[src/hw/rtl/sfd_pkg.sv]
`timescale 1ns / 1ps
`default_nettype none

package sfd_pkg;

   localparam int MAX_FRAME   = 255;
   localparam int MIN_FRAME   = 6;
   localparam int HDR_LEN     = 4;
   localparam int CRC_BYTES   = 2;
   localparam int QUEUE_DEPTH = 4;
   localparam int PTR_W       = $clog2(QUEUE_DEPTH);
   localparam int CNT_W       = $clog2(QUEUE_DEPTH + 1);

   localparam logic [15:0] CRC_POLY_RESET = 16'h8408;
   localparam logic [15:0] CRC_INIT       = 16'h0000;

   typedef enum logic {
      KIND_PAYLOAD = 1'b0,
      KIND_STATUS  = 1'b1
   } sfd_kind_type;

   typedef enum logic [1:0] {
      STATUS_OK        = 2'd0,
      STATUS_BAD_CRC   = 2'd1,
      STATUS_TOO_SHORT = 2'd2,
      STATUS_TOO_LONG  = 2'd3
   } sfd_status_type;

   typedef struct packed {
      sfd_kind_type   result_kind;
      logic [7:0]     payload_byte;
      sfd_status_type frame_status;
      logic [7:0]     sync_byte;
      logic [7:0]     device_address;
      logic [7:0]     length_field;
      logic [7:0]     command_code;
      logic [7:0]     data_length;
      logic           last_of_run;
   } sfd_result_type;

   // up to two results per byte, entry0 first
   typedef struct packed {
      logic [1:0]     count;
      sfd_result_type entry0;
      sfd_result_type entry1;
   } sfd_push_type;

   function automatic logic [15:0] crc_byte(input logic [15:0] crc,
                                            input logic [7:0]  b,
                                            input logic [15:0] poly);
      logic [15:0] c;
      c = crc ^ {8'h00, b};
      for (int k = 0; k < 8; k++) begin
         if (c[0]) begin
            c = (c >> 1) ^ poly;
         end else begin
            c = c >> 1;
         end
      end
      return c;
   endfunction

endpackage

`default_nettype wire

[src/hw/rtl/sfd_if.sv]
`timescale 1ns / 1ps
`default_nettype none

interface sfd_req_if;
   logic       valid;
   logic       ready;
   logic [7:0] rx_byte;
   logic       end_of_frame;

   modport source (output valid, output rx_byte, output end_of_frame, input ready);
   modport sink   (input valid, input rx_byte, input end_of_frame, output ready);
endinterface

interface sfd_rsp_if;
   logic       valid;
   logic       ready;
   logic       result_kind;
   logic [7:0] payload_byte;
   logic [1:0] frame_status;
   logic [7:0] sync_byte;
   logic [7:0] device_address;
   logic [7:0] length_field;
   logic [7:0] command_code;
   logic [7:0] data_length;
   logic       last_of_run;

   modport source (output valid, output result_kind, output payload_byte,
                   output frame_status, output sync_byte, output device_address,
                   output length_field, output command_code, output data_length,
                   output last_of_run, input ready);
   modport sink   (input valid, input result_kind, input payload_byte,
                   input frame_status, input sync_byte, input device_address,
                   input length_field, input command_code, input data_length,
                   input last_of_run, output ready);
endinterface

`default_nettype wire

[src/hw/rtl/sfd_core.sv]
`timescale 1ns / 1ps
`default_nettype none

module sfd_core (
   input  wire logic                  clock,
   input  wire logic                  reset,
   sfd_req_if.sink                    req_if,
   input  wire logic                  csr_we,
   input  wire logic [15:0]           csr_wdata,
   input  wire logic                  room,
   output sfd_pkg::sfd_push_type      push
);

   logic        a_valid_ff, a_valid_in;
   logic [7:0]  a_rx_ff;
   logic        a_eof_ff;
   logic        advance;

   logic [15:0] poly_ff;
   logic [7:0]  pos_ff, pos_in;
   logic [15:0] crc_ff, crc_in;
   logic [7:0]  dly_ff [2];
   logic [7:0]  dly_in [2];
   logic [7:0]  hdr_ff [4];
   logic [7:0]  hdr_in [4];
   logic        ovf_ff, ovf_in;

   logic [15:0]               crc_new;
   logic [7:0]                hdr_upd [4];
   logic                      ovf_upd;
   logic [8:0]                total;
   logic [15:0]               got;
   sfd_pkg::sfd_status_type   status;
   logic                      emit_pay;
   sfd_pkg::sfd_result_type   pay_res, sta_res;

   assign req_if.ready = !a_valid_ff || room;
   assign advance      = a_valid_ff && room;

   always_comb begin
      a_valid_in = a_valid_ff;
      if (req_if.valid && req_if.ready) begin
         a_valid_in = 1'b1;
      end else if (advance) begin
         a_valid_in = 1'b0;
      end
   end

   always_ff @(posedge clock) begin
      if (reset) begin
         a_valid_ff <= 1'b0;
      end else begin
         a_valid_ff <= a_valid_in;
      end
      if (req_if.valid && req_if.ready) begin
         a_rx_ff  <= req_if.rx_byte;
         a_eof_ff <= req_if.end_of_frame;
      end
   end

   always_comb begin
      emit_pay = pos_ff >= 8'(sfd_pkg::HDR_LEN + sfd_pkg::CRC_BYTES);
      crc_new  = (pos_ff >= 8'(sfd_pkg::CRC_BYTES))
                 ? sfd_pkg::crc_byte(crc_ff, dly_ff[0], poly_ff) : crc_ff;
      for (int i = 0; i < 4; i++) begin
         hdr_upd[i] = hdr_ff[i];
      end
      if (pos_ff < 8'(sfd_pkg::HDR_LEN)) begin
         hdr_upd[pos_ff[1:0]] = a_rx_ff;
      end
      ovf_upd = ovf_ff || (pos_ff >= 8'(sfd_pkg::MAX_FRAME));
      total   = {1'b0, pos_ff} + 9'd1;
      got     = {a_rx_ff, dly_ff[1]};

      if (ovf_upd || total > 9'(sfd_pkg::MAX_FRAME)) begin
         status = sfd_pkg::STATUS_TOO_LONG;
      end else if (total < 9'(sfd_pkg::MIN_FRAME)) begin
         status = sfd_pkg::STATUS_TOO_SHORT;
      end else if (crc_new != got) begin
         status = sfd_pkg::STATUS_BAD_CRC;
      end else begin
         status = sfd_pkg::STATUS_OK;
      end

      pay_res              = '0;
      pay_res.result_kind  = sfd_pkg::KIND_PAYLOAD;
      pay_res.payload_byte = dly_ff[0];
      pay_res.last_of_run  = !a_eof_ff;

      sta_res                = '0;
      sta_res.result_kind    = sfd_pkg::KIND_STATUS;
      sta_res.frame_status   = status;
      sta_res.sync_byte      = hdr_upd[0];
      sta_res.device_address = hdr_upd[1];
      sta_res.length_field   = hdr_upd[2];
      sta_res.command_code   = hdr_upd[3];
      sta_res.data_length    = (hdr_upd[2] >= 8'(sfd_pkg::MIN_FRAME))
                               ? hdr_upd[2] - 8'(sfd_pkg::MIN_FRAME) : 8'd0;
      sta_res.last_of_run    = 1'b1;

      push = '0;
      if (advance) begin
         if (emit_pay && a_eof_ff) begin
            push.count  = 2'd2;
            push.entry0 = pay_res;
            push.entry1 = sta_res;
         end else if (emit_pay) begin
            push.count  = 2'd1;
            push.entry0 = pay_res;
         end else if (a_eof_ff) begin
            push.count  = 2'd1;
            push.entry0 = sta_res;
         end
      end
   end

   always_comb begin
      pos_in    = pos_ff;
      crc_in    = crc_ff;
      dly_in[0] = dly_ff[0];
      dly_in[1] = dly_ff[1];
      for (int i = 0; i < 4; i++) begin
         hdr_in[i] = hdr_ff[i];
      end
      ovf_in = ovf_ff;
      if (advance) begin
         if (a_eof_ff) begin
            pos_in    = '0;
            crc_in    = sfd_pkg::CRC_INIT;
            dly_in[0] = '0;
            dly_in[1] = '0;
            for (int i = 0; i < 4; i++) begin
               hdr_in[i] = '0;
            end
            ovf_in = 1'b0;
         end else begin
            crc_in    = crc_new;
            dly_in[0] = dly_ff[1];
            dly_in[1] = a_rx_ff;
            for (int i = 0; i < 4; i++) begin
               hdr_in[i] = hdr_upd[i];
            end
            ovf_in = ovf_upd;
            if (pos_ff != 8'hFF) begin
               pos_in = pos_ff + 8'd1;
            end
         end
      end
   end

   always_ff @(posedge clock) begin
      if (reset) begin
         poly_ff   <= sfd_pkg::CRC_POLY_RESET;
         pos_ff    <= '0;
         crc_ff    <= sfd_pkg::CRC_INIT;
         dly_ff[0] <= '0;
         dly_ff[1] <= '0;
         for (int i = 0; i < 4; i++) begin
            hdr_ff[i] <= '0;
         end
         ovf_ff <= 1'b0;
      end else begin
         if (csr_we) begin
            poly_ff <= csr_wdata;
         end
         pos_ff    <= pos_in;
         crc_ff    <= crc_in;
         dly_ff[0] <= dly_in[0];
         dly_ff[1] <= dly_in[1];
         for (int i = 0; i < 4; i++) begin
            hdr_ff[i] <= hdr_in[i];
         end
         ovf_ff <= ovf_in;
      end
   end

endmodule

`default_nettype wire

[src/hw/rtl/sfd_rsp_queue.sv]
`timescale 1ns / 1ps
`default_nettype none

module sfd_rsp_queue (
   input  wire logic                  clock,
   input  wire logic                  reset,
   input  wire sfd_pkg::sfd_push_type push,
   output logic                       room,
   sfd_rsp_if.source                  rsp_if
);

   sfd_pkg::sfd_result_type          q_ff [sfd_pkg::QUEUE_DEPTH];
   logic [sfd_pkg::PTR_W-1:0]        wr_ptr_ff, wr_ptr_in;
   logic [sfd_pkg::PTR_W-1:0]        rd_ptr_ff, rd_ptr_in;
   logic [sfd_pkg::CNT_W-1:0]        cnt_ff, cnt_in;
   logic                             pop;
   sfd_pkg::sfd_result_type          head;

   // two free entries guarantee space for any item's results
   assign room = cnt_ff <= sfd_pkg::CNT_W'(sfd_pkg::QUEUE_DEPTH - 2);
   assign pop  = rsp_if.valid && rsp_if.ready;
   assign head = q_ff[rd_ptr_ff];

   assign rsp_if.valid          = cnt_ff != '0;
   assign rsp_if.result_kind    = head.result_kind;
   assign rsp_if.payload_byte   = head.payload_byte;
   assign rsp_if.frame_status   = head.frame_status;
   assign rsp_if.sync_byte      = head.sync_byte;
   assign rsp_if.device_address = head.device_address;
   assign rsp_if.length_field   = head.length_field;
   assign rsp_if.command_code   = head.command_code;
   assign rsp_if.data_length    = head.data_length;
   assign rsp_if.last_of_run    = head.last_of_run;

   always_comb begin
      wr_ptr_in = wr_ptr_ff + sfd_pkg::PTR_W'(push.count);
      rd_ptr_in = rd_ptr_ff + sfd_pkg::PTR_W'(pop);
      cnt_in    = cnt_ff + sfd_pkg::CNT_W'(push.count) - sfd_pkg::CNT_W'(pop);
   end

   always_ff @(posedge clock) begin
      if (reset) begin
         wr_ptr_ff <= '0;
         rd_ptr_ff <= '0;
         cnt_ff    <= '0;
      end else begin
         wr_ptr_ff <= wr_ptr_in;
         rd_ptr_ff <= rd_ptr_in;
         cnt_ff    <= cnt_in;
      end
      if (push.count != 2'd0) begin
         q_ff[wr_ptr_ff] <= push.entry0;
      end
      if (push.count == 2'd2) begin
         q_ff[wr_ptr_ff + sfd_pkg::PTR_W'(1)] <= push.entry1;
      end
   end

endmodule

`default_nettype wire

[src/hw/rtl/serial_frame_deframer_crc16_unit.sv]
// Receive deframer for serial command frames guarded by a reflected CRC-16
// (initial value zero, polynomial in the CSR, 0x8408 after reset). Takes one
// byte per clock while the result queue has room; bytes from position 4
// onward come out as payload items two bytes late, so the trailing CRC pair is
// never forwarded. The byte flagged as end of frame yields a status item (ok,
// bad CRC, short, long) with the four header bytes and the data length, after
// any payload item of that byte. An accepted byte passes an input register and
// the CRC/frame logic, then enters a four-entry result queue: with the queue
// empty, a byte's results are offered once they are written to the queue. The
// input accepts a byte per cycle while the queue has two free entries; a byte
// giving two items occupies the output for two handshakes, which limits the
// sustained rate when the sink keeps up. Write the CSR only while idle.
`timescale 1ns / 1ps
`default_nettype none

module serial_frame_deframer_crc16_unit (
   input  wire logic        clock,
   input  wire logic        reset,
   sfd_req_if.sink          req_if,
   sfd_rsp_if.source        rsp_if,
   input  wire logic        csr_we,
   input  wire logic [15:0] csr_wdata
);

   sfd_pkg::sfd_push_type push;
   logic                  room;

   sfd_core u_core (
      .clock     (clock),
      .reset     (reset),
      .req_if    (req_if),
      .csr_we    (csr_we),
      .csr_wdata (csr_wdata),
      .room      (room),
      .push      (push)
   );

   sfd_rsp_queue u_queue (
      .clock  (clock),
      .reset  (reset),
      .push   (push),
      .room   (room),
      .rsp_if (rsp_if)
   );

endmodule

`default_nettype wire
[src/flat_wrapper.sv]
// flat-port wrapper written by rule: the top's interface ports become plain ports
module serial_frame_deframer_crc16_unit_flat 
  (clock, reset, csr_we, csr_wdata, req_if_valid, req_if_rx_byte, req_if_end_of_frame, req_if_ready, rsp_if_valid, rsp_if_result_kind, rsp_if_payload_byte, rsp_if_frame_status, rsp_if_sync_byte, rsp_if_device_address, rsp_if_length_field, rsp_if_command_code, rsp_if_data_length, rsp_if_last_of_run, rsp_if_ready);
  sfd_req_if req_if_i ();
  sfd_rsp_if rsp_if_i ();
  input  wire logic clock;
  input  wire logic reset;
  input  wire logic csr_we;
  input  wire logic [15:0] csr_wdata;
  input wire logic [$bits(req_if_i.valid)-1:0] req_if_valid;
  input wire logic [$bits(req_if_i.rx_byte)-1:0] req_if_rx_byte;
  input wire logic [$bits(req_if_i.end_of_frame)-1:0] req_if_end_of_frame;
  output wire logic [$bits(req_if_i.ready)-1:0] req_if_ready;
  output wire logic [$bits(rsp_if_i.valid)-1:0] rsp_if_valid;
  output wire logic [$bits(rsp_if_i.result_kind)-1:0] rsp_if_result_kind;
  output wire logic [$bits(rsp_if_i.payload_byte)-1:0] rsp_if_payload_byte;
  output wire logic [$bits(rsp_if_i.frame_status)-1:0] rsp_if_frame_status;
  output wire logic [$bits(rsp_if_i.sync_byte)-1:0] rsp_if_sync_byte;
  output wire logic [$bits(rsp_if_i.device_address)-1:0] rsp_if_device_address;
  output wire logic [$bits(rsp_if_i.length_field)-1:0] rsp_if_length_field;
  output wire logic [$bits(rsp_if_i.command_code)-1:0] rsp_if_command_code;
  output wire logic [$bits(rsp_if_i.data_length)-1:0] rsp_if_data_length;
  output wire logic [$bits(rsp_if_i.last_of_run)-1:0] rsp_if_last_of_run;
  input wire logic [$bits(rsp_if_i.ready)-1:0] rsp_if_ready;
  assign req_if_i.valid = req_if_valid;
  assign req_if_i.rx_byte = req_if_rx_byte;
  assign req_if_i.end_of_frame = req_if_end_of_frame;
  assign req_if_ready = req_if_i.ready;
  assign rsp_if_valid = rsp_if_i.valid;
  assign rsp_if_result_kind = rsp_if_i.result_kind;
  assign rsp_if_payload_byte = rsp_if_i.payload_byte;
  assign rsp_if_frame_status = rsp_if_i.frame_status;
  assign rsp_if_sync_byte = rsp_if_i.sync_byte;
  assign rsp_if_device_address = rsp_if_i.device_address;
  assign rsp_if_length_field = rsp_if_i.length_field;
  assign rsp_if_command_code = rsp_if_i.command_code;
  assign rsp_if_data_length = rsp_if_i.data_length;
  assign rsp_if_last_of_run = rsp_if_i.last_of_run;
  assign rsp_if_i.ready = rsp_if_ready;
  serial_frame_deframer_crc16_unit u_core (.clock(clock), .reset(reset), .req_if(req_if_i), .rsp_if(rsp_if_i), .csr_we(csr_we), .csr_wdata(csr_wdata));
endmodule
[config.mk]
export PLATFORM = sky130hd
export DESIGN_NAME = serial_frame_deframer_crc16_unit_flat
export DESIGN_NICKNAME = d
export VERILOG_FILES = /design/src/hw/rtl/sfd_pkg.sv /design/src/hw/rtl/sfd_if.sv /design/src/hw/rtl/sfd_core.sv /design/src/hw/rtl/sfd_rsp_queue.sv /design/src/hw/rtl/serial_frame_deframer_crc16_unit.sv /design/src/flat_wrapper.sv
export SDC_FILE = /design/constraint.sdc
export NUM_CORES = 1
export LEC_CHECK = 0
export BUFFER_PORTS_ARGS = -buffer_cell sky130_fd_sc_hd__buf_2
export CORE_UTILIZATION = 50
export CTS_CLUSTER_DIAMETER = 50
export DETAILED_ROUTE_END_ITERATION = 16
export PLACE_DENSITY = 0.74
export SETUP_SLACK_MARGIN = 0.3
export SYNTH_ARGS = -nofsm -noshare
export SYNTH_HDL_FRONTEND = slang
export SYNTH_SLANG_ARGS = --single-unit
[constraint.sdc]
create_clock -name clock -period 6.2 [get_ports clock]
set_input_delay 1.86 -clock clock [delete_from_list [all_inputs] [get_ports clock]]
set_output_delay 1.86 -clock clock [all_outputs]
set_load 0.005 [all_outputs]
**After elaboration in Yosys (flattened, before gate mapping)**

Memory sizes are Yosys's and may differ from the RTL's. A register that Yosys moved wholly into a read port is not among the register bits.
Cells that the tools add are included.

- Register bits: 58
- Bits in latches: 0
- Memory bits (writable): 256
- Memory bits (read-only): 0
- Input bits: 30
- Output and inout port bits: 54
- Word-level logic and storage cells: 111
- Memories kept: 3

- Add/subtract/negate cells: 8
- Multiply operators: 0
- Divide/modulo/power cells: 0
- $lt $le $gt $ge: 10
- Equality and inequality tests: 3
- Shift-type cells: 0
- Multiplexer cells: 46
- Bitwise operators: 16
- Reduce and logical (&&, ||, !) cells: 15

Memories:

| memory | words | bits a word | rd ports | clocked after memory_dff | write ports | RTL line | RTL |
|---|---|---|---|---|---|---|---|
| u_core.u_queue.q_ff | 4 | 52 | 1 | 1 | 2 | sfd_rsp_queue.sv:12 | `sfd_pkg::sfd_result_type q_ff [sfd_pkg::QUEUE_DEPTH];` |
| u_core.u_core.hdr_ff | 4 | 8 | 4 | 0 | 4 | sfd_core.sv:24 | `logic [7:0] hdr_ff [4];` |
| u_core.u_core.dly_ff | 2 | 8 | 2 | 0 | 2 | sfd_core.sv:22 | `logic [7:0] dly_ff [2];` |

Operators by type and width:

| kind | number |
|---|---|
| 16-bit two-way mux | 12 |
| 15-bit by 16-bit XOR with 16-bit output | 8 |
| 106-bit two-way mux | 1 |
| 53-bit two-way mux | 2 |
| 32-bit two-way mux | 3 |
| 8-bit two-way mux | 10 |
| 54-bit two-way mux | 1 |
| 52-bit two-way mux | 1 |
| 32-bit bitwise mux | 1 |
| 8-bit demux with 2-bit select | 1 |
| 8-bit by 3-bit >= comparator with 1-bit output (second input constant) | 2 |
| 16-bit != test | 1 |
| 16-bit by 8-bit XOR with 16-bit output | 1 |
| 1-bit two-way mux | 11 |
| 8-bit by 1-bit adder with 9-bit output (second input constant) | 1 |
| 9-bit by 8-bit greater-than comparator with 1-bit output (second input constant) | 1 |
| 9-bit by 3-bit less-than comparator with 1-bit output (second input constant) | 1 |
| 8-bit by 1-bit adder with 8-bit output (second input constant) | 1 |
| 8-bit by 2-bit >= comparator with 1-bit output (second input constant) | 1 |
| 8-bit >= comparator (second input constant) | 1 |
| 8-bit by 3-bit less-than comparator with 1-bit output (second input constant) | 1 |
| 8-bit != test (second input constant) | 1 |
| 8-bit by 3-bit subtractor with 8-bit output (second input constant) | 1 |
| 2-bit two-way mux | 3 |
| 17 further kinds | 31 |

**Logic depth before layout (Yosys ltp)**

An unclocked memory read counts as a cell.

- Depth in word-level cells: 30
- Depth in mapped cells: 20
- Mapped depth without buffers: 15

**Hierarchy**

Synthesis repeated with hierarchy kept, for this count alone.

- Cell total of the unflattened synthesis: 1764
- Area total of the unflattened synthesis: 19464.9 um^2

By module, submodules not included:

| module | instances | cells an instance | area each (um^2) |
|---|---|---|---|
| sfd_rsp_queue | 1 | 548 | 10496.3 |
| sfd_core | 1 | 1216 | 8968.6 |

**Worst setup path after synthesis**

Ideal clock, no wire load.

- Kind: reg-to-reg
- From: memory u_core.u_core.dly_ff[0][2]
- To: memory u_core.u_queue.q_ff[0][41] (netlist bit) (data pin)
- Setup time: 272 ps
- Data arrival time: 4434 ps
- Data required time: 5928 ps
- Path slack: 1494 ps
- Stages on the path, launching flop included: 19
- Clock period less this slack: 4706 ps
- Cells stage by stage: dfxtp_1 buf_2 xnor2_2 xnor2_2 mux2i_1 and3_1 or2_1 clkbuf_1 a31oi_1 or3_1 clkbuf_1 a211o_1 o32a_4 a221oi_2 xnor3_1 a222oi_1 nand4_1 nor3_2 o41ai_1

RTL lines:

| what | RTL line |
|---|---|
| start: declaration | sfd_core.sv:22 |
| end: declaration | sfd_rsp_queue.sv:12 |

==> flow_summary.yaml <==
sta:
  setup-violations-final: 0
  timing.final.max_slew_violations: 0
  rsz0062_at_grt: "no"
  finalCriticalPeriod_ps: 5533
  hold_ws_ps: 461.6
  worst_pin_slew_ps: 1253
  finClkSkew_ps: 16.13
  slew-limit-headroom_pct: 16.40
  final_min_period_over_clock_period_pct: 89.25
  accumulated_negative_setup_slack_ps: 0
  timing.final.hold_violations: 0
  max_freq_mhz: 180.7
drt:
  via_count: 14200
  finalWirelength_um: 50040
  wl_per_cell_um: 22.18
  drcViolationCount: 0
  drtPass1Iterations: 6
  drtAntennaViolNets: 0
  detail_route.vias_per_cell: 6.293
  drt_iter0_markers: 1683
yosys:
  synth.lib_cells_used.distinct: 79
  postSynthRegisterBits: 314
  yosysTopAreaCell: "sky130_fd_sc_hd__edfxtp_1"
  postSynthAreaPerCell_um2: 10.04
  postSynth.asyncResetShare_pct: 0
  netlist_top_cells_count: "sky130_fd_sc_hd__nor2_1 (348), sky130_fd_sc_hd__edfxtp_1 (185), sky130_fd_sc_hd__dfxtp_1 (129)"
  synth_edf_count: 185
  dominant_cell_by_count_in_the_synthesized_netlist: "sky130_fd_sc_hd__nor2_1"
  proportion_of_synthesized_chip_area_in_sequential_cells_pct: 46.56
  synth.area.top_cells: "sky130_fd_sc_hd__edfxtp_1 (32%), sky130_fd_sc_hd__dfxtp_1 (15%), sky130_fd_sc_hd__nor2_1 (7.5%)"
  syn-cell-area_mm2: 0.01748
  postSynthCellCount: 1741
  mappedNetlistNets: 1785
  yosysWarnings: 0
  netlist.area_leader.share_pct: 31.78
  dominantRegCellSynth: "sky130_fd_sc_hd__edfxtp_1"
worst_setup_path:
  critical_path_peak_fanout: 6
  critical_path.endpoint_type: "flop"
  critical_path.cell_chain: "xnor2_1 -> o21ai_0 -> nand2_1 -> xnor2_1 -> mux2i_1 -> xnor3_1 -> o21ai_0 -> nand2_1 -> buf_4 -> o211a_1 -> nor4_1 -> xnor3_1 -> a222oi_1 -> nand4_1 -> nor3_2 -> o41ai_1"
  startpoint_type: "flop"
  path_delay_family: "XOR/XNOR gates"
  critPathBufInv: 1
  worst_r2r_path_depth: 16
  required_ps: 6480
  worst_ep_arrival_time_ps: 5820
  cpMaxStageDelayCell: "sky130_fd_sc_hd__xnor2_1"
  worst-setup-path-type: "flop to flop"
  critical_path_depth: 16
  worst_path_largest_cell_delay_ps: 580
floorplan:
  rows: 68
  floorplan.die.height_um: 189.0
  dieArea_mm2: 0.03571
  die_width_um: 189.0
  initial_util_pct: 50.72
  coreArea_mm2: 0.03446
  io_pins: 84
power_and_ir_drop:
  peak_supply_drop_mv: 0.1832
  design_power_total_w: 0.005427
  cellLeakagePower_nw: 6.831
  power_per_cell_area_mw_per_mm2: 277.1
cts:
  clock_pin_slew_on_the_worst_setup_and_hold_paths_ps: 60
  tritoncts: "done"
  cts_hold_repair.buffers: 0
  clock_tree.htree_level_count: 2
  clock_path_buffers: 3
  post_cts_buffers: 0
  numCtsBuffers: 36
  gates_resized_cts_repair: 0
  clock_sinks: 314
  cts_root_buf: "sky130_fd_sc_hd__clkbuf_16"
  clock_insertion_delay_worst_skew_ps: 550
global_route:
  grtUsageTotal_pct: 27.84
  global_route.overflow_total: 0
  first_pass_grt_wire_length_um: 76950
  grt_antenna_before_repair: 0
  grt_pass1_vias: 13580
  pin_count_of_the_biggest_net_entering_global_routing: 96
finish:
  antenna_cells_inserted: 0
  finalNetCount: 1818
  synthToLayoutAreaGrowth_pct: 12.08
  final_util_pct: 56.85
  drive_above_1_share_pct: 15.71
place:
  post-dp-hpwl_um: 33140
  routabilityCongestion: 1.028
  port-buffer-count: 83
run_status:
  status: "completed"
run:
  drv.max_cap_violation_count: 0
worst_hold_path:
  min-delay-path-class: "flop to flop"
  number_of_instances_on_the_worst_hold_path: 1
sequential cells by signal (all words and copies together) (netlist names):
name	count
u_core.u_core.a_valid_ff	1
u_core.u_core.hdr_ff	32
u_core.u_queue.cnt_ff	3
u_core.u_core.poly_ff	16
u_core.u_core.pos_ff	8
u_core.u_core.dly_ff	16
u_core.u_core.crc_ff	16
u_core.u_core.a_eof_ff	1
u_core.u_queue.q_ff	208
u_core.u_core.ovf_ff	1
u_core.u_queue.rd_ptr_ff	2
u_core.u_core.a_rx_ff	8
u_core.u_queue.wr_ptr_ff	2
cell usage in the layout (no fill, tap or decap), types with 54 or more instances in the layout:
master	count
sky130_fd_sc_hd__edfxtp_1	185
sky130_fd_sc_hd__mux2i_1	56
sky130_fd_sc_hd__buf_2	82
sky130_fd_sc_hd__a21oi_1	93
sky130_fd_sc_hd__dfxtp_1	127
sky130_fd_sc_hd__xnor2_1	66
sky130_fd_sc_hd__buf_4	54
sky130_fd_sc_hd__o21ai_0	55
sky130_fd_sc_hd__nand2_1	115
sky130_fd_sc_hd__nor2_1	347
through the flow:
| stage | setup slack, ps | instance area [um^2] | instances |
|---|---|---|---|
| floorplan | 1494 | 17480 | 1741 |
| global placement | 889.4 | 18380 | 2191 |
| detailed placement | 798.0 | 18380 | 2191 |
| CTS | 736.1 | 19570 | 2256 |
| global route | 308.8 | 19590 | 2256 |
| finish | 666.6 | 19590 | 2256 |
cell families (layout without fill, tap and decap cells):
group / after synthesis / after routing / share of synthesized area (%)
AO/OA/AOI/OAI: 372 / 372 / 14.82
XOR/XNOR: 122 / 122 / 7.789
adder cells (fa/ha/maj): 15 / 15 / 1.102
buffers and inverters: 179 / 239 / 3.944
flip-flops: 314 / 314 / 46.56
multiplexers: 115 / 115 / 10.36
AND/OR/NAND/NOR: 624 / 624 / 15.43
metal layers:
metal / wire (um) / vias up / track usage [%]
met5: 0 / - / 0
met4: 1803 / 0 / 11.20
met3: 3829 / 129 / 3.874
met2: 24460 / 707 / 47.74
met1: 19940 / 6907 / 35.45
li1: - / 6455 / -
power by group:
group          internal [W]  switching (W)
registers           0.00226       0.000147
logic              0.000421       0.000448
clock network       0.00128       0.000879
final cells by class:
class | instances | area [um^2]
clock inverter | 20 | 240.2
fill | 2916 | 14870
clock buffer | 45 | 954.7
sequential | 314 | 8143
multi-input combinational | 1248 | 8723
inverter | 38 | 142.6
tap | 455 | 569.3
timing repair buffer | 136 | 815.8
worst reg2reg max path, stage by stage, from the launching register on:
cell	delay [ps]
sky130_fd_sc_hd__dfxtp_1	390
sky130_fd_sc_hd__xnor2_1	580
sky130_fd_sc_hd__o21ai_0	340
sky130_fd_sc_hd__nand2_1	330
sky130_fd_sc_hd__xnor2_1	180
sky130_fd_sc_hd__mux2i_1	290
sky130_fd_sc_hd__xnor3_1	380
sky130_fd_sc_hd__o21ai_0	370
sky130_fd_sc_hd__nand2_1	260
sky130_fd_sc_hd__buf_4	230
sky130_fd_sc_hd__o211a_1	220
sky130_fd_sc_hd__nor4_1	440
sky130_fd_sc_hd__xnor3_1	470
sky130_fd_sc_hd__a222oi_1	250
sky130_fd_sc_hd__nand4_1	150
sky130_fd_sc_hd__nor3_2	270
sky130_fd_sc_hd__o41ai_1	130
final timing paths:
| check | slack, ps | to | from |
|---|---|---|---|
| worst max-delay path | 670 | u_core.u_queue.q_ff[1][41] | u_core.u_core.dly_ff[0][3] |
| worst min-delay path | 460 | u_core.u_queue.q_ff[2][49] | u_core.u_queue.q_ff[2][49] |
| worst max register to register | 670 | u_core.u_queue.q_ff[1][41] | u_core.u_core.dly_ff[0][3] |
| worst min register to register | 460 | u_core.u_queue.q_ff[2][49] | u_core.u_queue.q_ff[2][49] |
Note: power is estimated with default switching activity, not from simulation.
